File: src/design/mcdw_pkg.sv
package mcdw_pkg;

	localparam int MCDW_MAX_CLIENTS = 256;
	localparam int MCDW_TIME_BITS   = 32;

	localparam int ROUND_W = 16;
	localparam logic [ROUND_W-1:0] ROUND_MAX = '1;

	// command codes
	localparam logic [1:0] CMD_REFRESH = 2'd0;
	localparam logic [1:0] CMD_ROUND   = 2'd1;
	localparam logic [1:0] CMD_CHECK   = 2'd2;

	// configuration register indexes
	localparam logic [1:0] REG_ACTIVE_COUNT    = 2'd0;
	localparam logic [1:0] REG_DEADLINE_MS     = 2'd1;
	localparam logic [1:0] REG_REQUIRED_ROUNDS = 2'd2;
	localparam logic [1:0] REG_QUOTA_OFF       = 2'd3;

	typedef struct packed {
		logic [1:0]  cmd;
		logic [7:0]  client_id;
		logic [31:0] time_ms;
	} mcdw_in_t;

	typedef struct packed {
		logic       expired;
		logic [7:0] expired_id;
		logic       all_done;
	} mcdw_out_t;

	// what the shared compare unit tells the sequencer
	typedef struct packed {
		logic               late;
		logic               short_rounds;
		logic [ROUND_W-1:0] round_next;
	} mcdw_cmp_t;

endpackage

File: src/design/mcdw_cmp.sv
module mcdw_cmp import mcdw_pkg::*; #(
	parameter int TIME_BITS = MCDW_TIME_BITS
) (
	input  logic [TIME_BITS-1:0] last_refresh,
	input  logic [TIME_BITS-1:0] deadline,
	input  logic [TIME_BITS-1:0] now,
	input  logic [ROUND_W-1:0]   round_count,
	input  logic [ROUND_W-1:0]   required_rounds,
	output mcdw_cmp_t            res
);

	logic [TIME_BITS:0] limit;

	// one bit wider so the sum never wraps
	assign limit = {1'b0, last_refresh} + {1'b0, deadline};

	always_comb begin
		res.late         = limit < {1'b0, now};
		res.short_rounds = round_count < required_rounds;
		res.round_next   = (round_count == ROUND_MAX) ? round_count : round_count + 1'b1;
	end

endmodule
File: config.mk
export PLATFORM = sky130hd
export DESIGN_NAME = mcdw_cmp
export DESIGN_NICKNAME = d
export VERILOG_FILES = /design/src/design/mcdw_pkg.sv /design/src/design/mcdw_cmp.sv
export SDC_FILE = /design/constraint.sdc
export NUM_CORES = 1
export LEC_CHECK = 0
export BUFFER_PORTS_ARGS = -buffer_cell sky130_fd_sc_hd__buf_2
export CORE_MARGIN = 2
export CORE_UTILIZATION = 45
export DETAILED_ROUTE_END_ITERATION = 8
export PLACE_DENSITY = 0.83
export SLEW_MARGIN = 20
export SYNTH_ARGS = -nofsm -noshare
export SYNTH_HDL_FRONTEND = slang
export SYNTH_SLANG_ARGS = --single-unit
File: constraint.sdc
create_clock -name vclk -period 3
set_input_delay 0.15 -clock vclk [all_inputs]
set_output_delay 0.15 -clock vclk [all_outputs]
set_load 0.01 [all_outputs]
# After elaboration in Yosys (flattened, before gate mapping)
# Cells that the tools add are included.
dict set report op_classes {
  add_sub_neg 2
  n_lt_le_gt_ge 2
  eq_ne 1
  mux 1
}
# operator count
set op_table {}
lappend op_table {{$add A32 B32 Y33} 1}
lappend op_table {{$lt A33 B32 Y1} 1}
lappend op_table {{$add A16 B1 Y16 const B} 1}
lappend op_table {{$eq A16 B16 Y1 const B} 1}
lappend op_table {{$lt A16 B16 Y1} 1}
lappend op_table {{$mux W16} 1}
dict set report word_totals {
  reg_bits 0
  inputBits 128
  output_inout_bits 18
  elab_cells 6
}

# Longest topological paths before layout
dict set report logic_depth {
  ltp_word 2
  depth_mapped 18
  depth_no_buf 18
}

# Least setup slack after synthesis
# OpenSTA, ideal clock, no wires.
dict set report synth_timing {
  path_kind {input -> output}
  startpoint {input last_refresh[0]}
  endpoint {output res[17] (netlist bit)}
  arrival_ns 3.218
  required_ns 2.850
  setup_slack_ns -0.368
  cell_stages 18
  path_buffers 0
  path_cell_list {ha_1 inv_1 fa_1 nand2b_1 a21oi_1 o21ai_1 nand3_1 a31oi_1 o31ai_1 xor2_1 ha_1 nand3_1 nor3_1 a221oi_1 o21ai_0 a311oi_1 o41ai_1 a211oi_1}
}
# item line
set synth_rtl {}
lappend synth_rtl {{start, declared} mcdw_cmp.sv:4} ;# input logic [TIME_BITS-1:0] last_refresh,
lappend synth_rtl {{end, declared} mcdw_cmp.sv:9} ;# output mcdw_cmp_t res

==> impl_metrics.toml <==
[status]
status = "complete, but fails checks"
violations = "negative setup slack"

[worst_setup_path]
critPathMaxFanout = 4
setup.worst_path.class = "in -> out"
cp.required_ns = 2.85
critPathLaunchType = "input port"
arrival_ns = 3.54
endpoint_kind = "output port"

[power_and_ir_drop]
power_density_nw_per_um2 = 229
ir_worst_vdd_uv = 155
total_power_mw = 1.16
leakage_nw = 2.77

[global_routing]
grt_antenna_before_repair = 0
grt-busiest-layer = "met2"
grt_use_total = 0.278
grt_use_met2 = 0.561
grtUsageMet1 = 0.290
grt_pass1_vias = 4369
grt_overflow = 0
grt_max_degree = 7
grt_pass1_wl_um = 17900
use_met3 = 0.0226

[floorplan]
rows = 30
die_w_um = 87.8
io_pins = 146
dieArea_sq_um = 7720
dieHeight_um = 87.8
core_region_area_sq_um = 6790
start_util = 0.466

[layout]
multi_input_area_sq_um = 3290
final_cell_mix = "buf_2, buf_4, ha_1, inv_1, a21oi_1"
antenna_cells = 0
syn_to_final_growth_pct = 60.5
drive_gt1_frac = 0.441
final_cells = 783
ff_latch_area_sq_um = 0
final_common_cell = "buf_2"
n_clock_buffer = 0
seq_cell_count = 0
n_fill_cell = 479
final_nets = 897

[placement]
dpl.hpwl_um = 9130
placed_cells = 774
portBuffers = 146
post-place-ws_ns = -0.771
finalWeightedCongestion = 0.939

[sta]
final.min_clock_period_ns = 3.69
setup_viol = 1
fin_crit_sh = 1.23
tightest_slew_ns = 0.486
layout_setup_ws_ns = -0.692
fin_tns_setup_ns = -0.692
slew-limit-headroom = 0.674
rsz0062_at_grt = "yes"
finalHoldViolations = 0
clock.fmax_mhz = 271
slew_viol_final = 0

[drt]
ant_nets = 0
wl_um = 11400
vias = 4328
dr.pass1.iters = 4
wl_per_cell_um = 14.6
drtIter0Drc = 197
drcViolationCount = 0
drt-vias-per-instance = 5.53

[min_path]
worstHoldPathType = "in -> out"
worstHoldStart = "round_count[5]"
hold_depth = 3
min_delay_worst_endpoint = "res[5]"

[yosys]
synth_cell_type_count = 49
yosysSeqAreaShare = 0
synth_area_sq_um = 3160
ys.warnings.count = 0
syn_inst = 449
syn_avg_cell_area_sq_um = 7.04
synthesis.nets = 657

[run]
cap_violations = 0

[clock_tree]
ctsHoldBuffers = 0
==> worst max-delay path by stage <==
stage               slack (ns)       to        startpoint
detailed placement       -0.77  res[17]      deadline[12]
finish                   -0.69  res[17]      deadline[18]
CTS                      -0.53  res[17]   last_refresh[7]
global route             -0.85  res[17]  last_refresh[17]
floorplan                -0.14  res[17]   last_refresh[0]
global placement         -0.63  res[17]  last_refresh[12]
==> worst max-delay path, stage by stage <==
cell	delay (ns)
buf_2	0.11
ha_4	0.26
buf_4	0.11
nand2_1	0.14
o21ai_2	0.23
buf_4	0.15
a21oi_1	0.05
nor2_1	0.21
a21oi_1	0.07
o21ai_1	0.20
xor2_1	0.18
ha_1	0.26
a21o_1	0.20
a221oi_2	0.27
o21ai_2	0.10
a311oi_2	0.27
o41ai_2	0.14
a211oi_2	0.26
buf_2	0.18
==> kinds of logic (layout without fill, tap and decap cells) <==
| family | Yosys count | after routing | synth area share |
|---|---|---|---|
| compound gates | 142 | 142 | 0.297 |
| simple gates | 129 | 129 | 0.201 |
| fa+ha+maj | 80 | 80 | 0.319 |
| buf+inv | 58 | 296 | 0.0716 |
| xor+xnor | 39 | 39 | 0.108 |
| mux | 1 | 1 | 0.00356 |
==> final cells by class <==
type | count | share of cell area
Tap cell | 96 | 0.0237
Inverter | 56 | 0.0414
Timing Repair Buffer | 240 | 0.286
Multi-Input combinational cell | 391 | 0.649
==> synth_stat cells, types with 7 or more instances <==
cell	count	area (sq um)
ha_1	79	988
nand2_1	35	131
o21ai_0	20	100
inv_1	56	210
nor2_1	30	113
o21ai_1	7	35.0
a31oi_1	7	43.8
xor2_1	11	96.3
xnor2_1	28	245
nand2b_1	7	43.8
nand4_1	9	56.3
a21o_1	25	188
a21oi_1	40	200
nor3_1	7	35.0
nand3_1	19	95.1
==> routing by layer <==
| metal | share of wire | vias to the layer above | routed length [um] |
|---|---|---|---|
| li1 | - | 2107 | - |
| met3 | 0.059 | 60 | 676 |
| met5 | 0 | - | 0 |
| met4 | 0.053 | 0 | 609 |
| met2 | 0.51 | 209 | 5850 |
| met1 | 0.38 | 1952 | 4310 |
==> where the power goes <==
part	internal, mW	switching (mW)	total (mW)
Clock	0	0	0
Combinational	0.586	0.575	1.16
Sequential	0	0	0
Total	0.586	0.575	1.16
==> timing repair <==
item | in CTS | in global routing
setup buffers | 5 | 4
pin swaps | 41 | 27
endpoints found under the setup margin | 1 | 1
resized for setup | 25 | 23
==> metrics by stage <==
step / hold WS, ns / util / cell area, sq um
6_report: 0.611 / 0.747 / 5080
5_1_grt: 0.620 / 0.747 / 5080
4_1_cts: 0.611 / 0.727 / 4940
3_5_place_dp: 0.610 / 0.701 / 4760
3_3_place_gp: 0.596 / 0.701 / 4760
2_1_floorplan: 0.380 / - / 3290
Note: power is estimated with default switching activity, not from simulation.
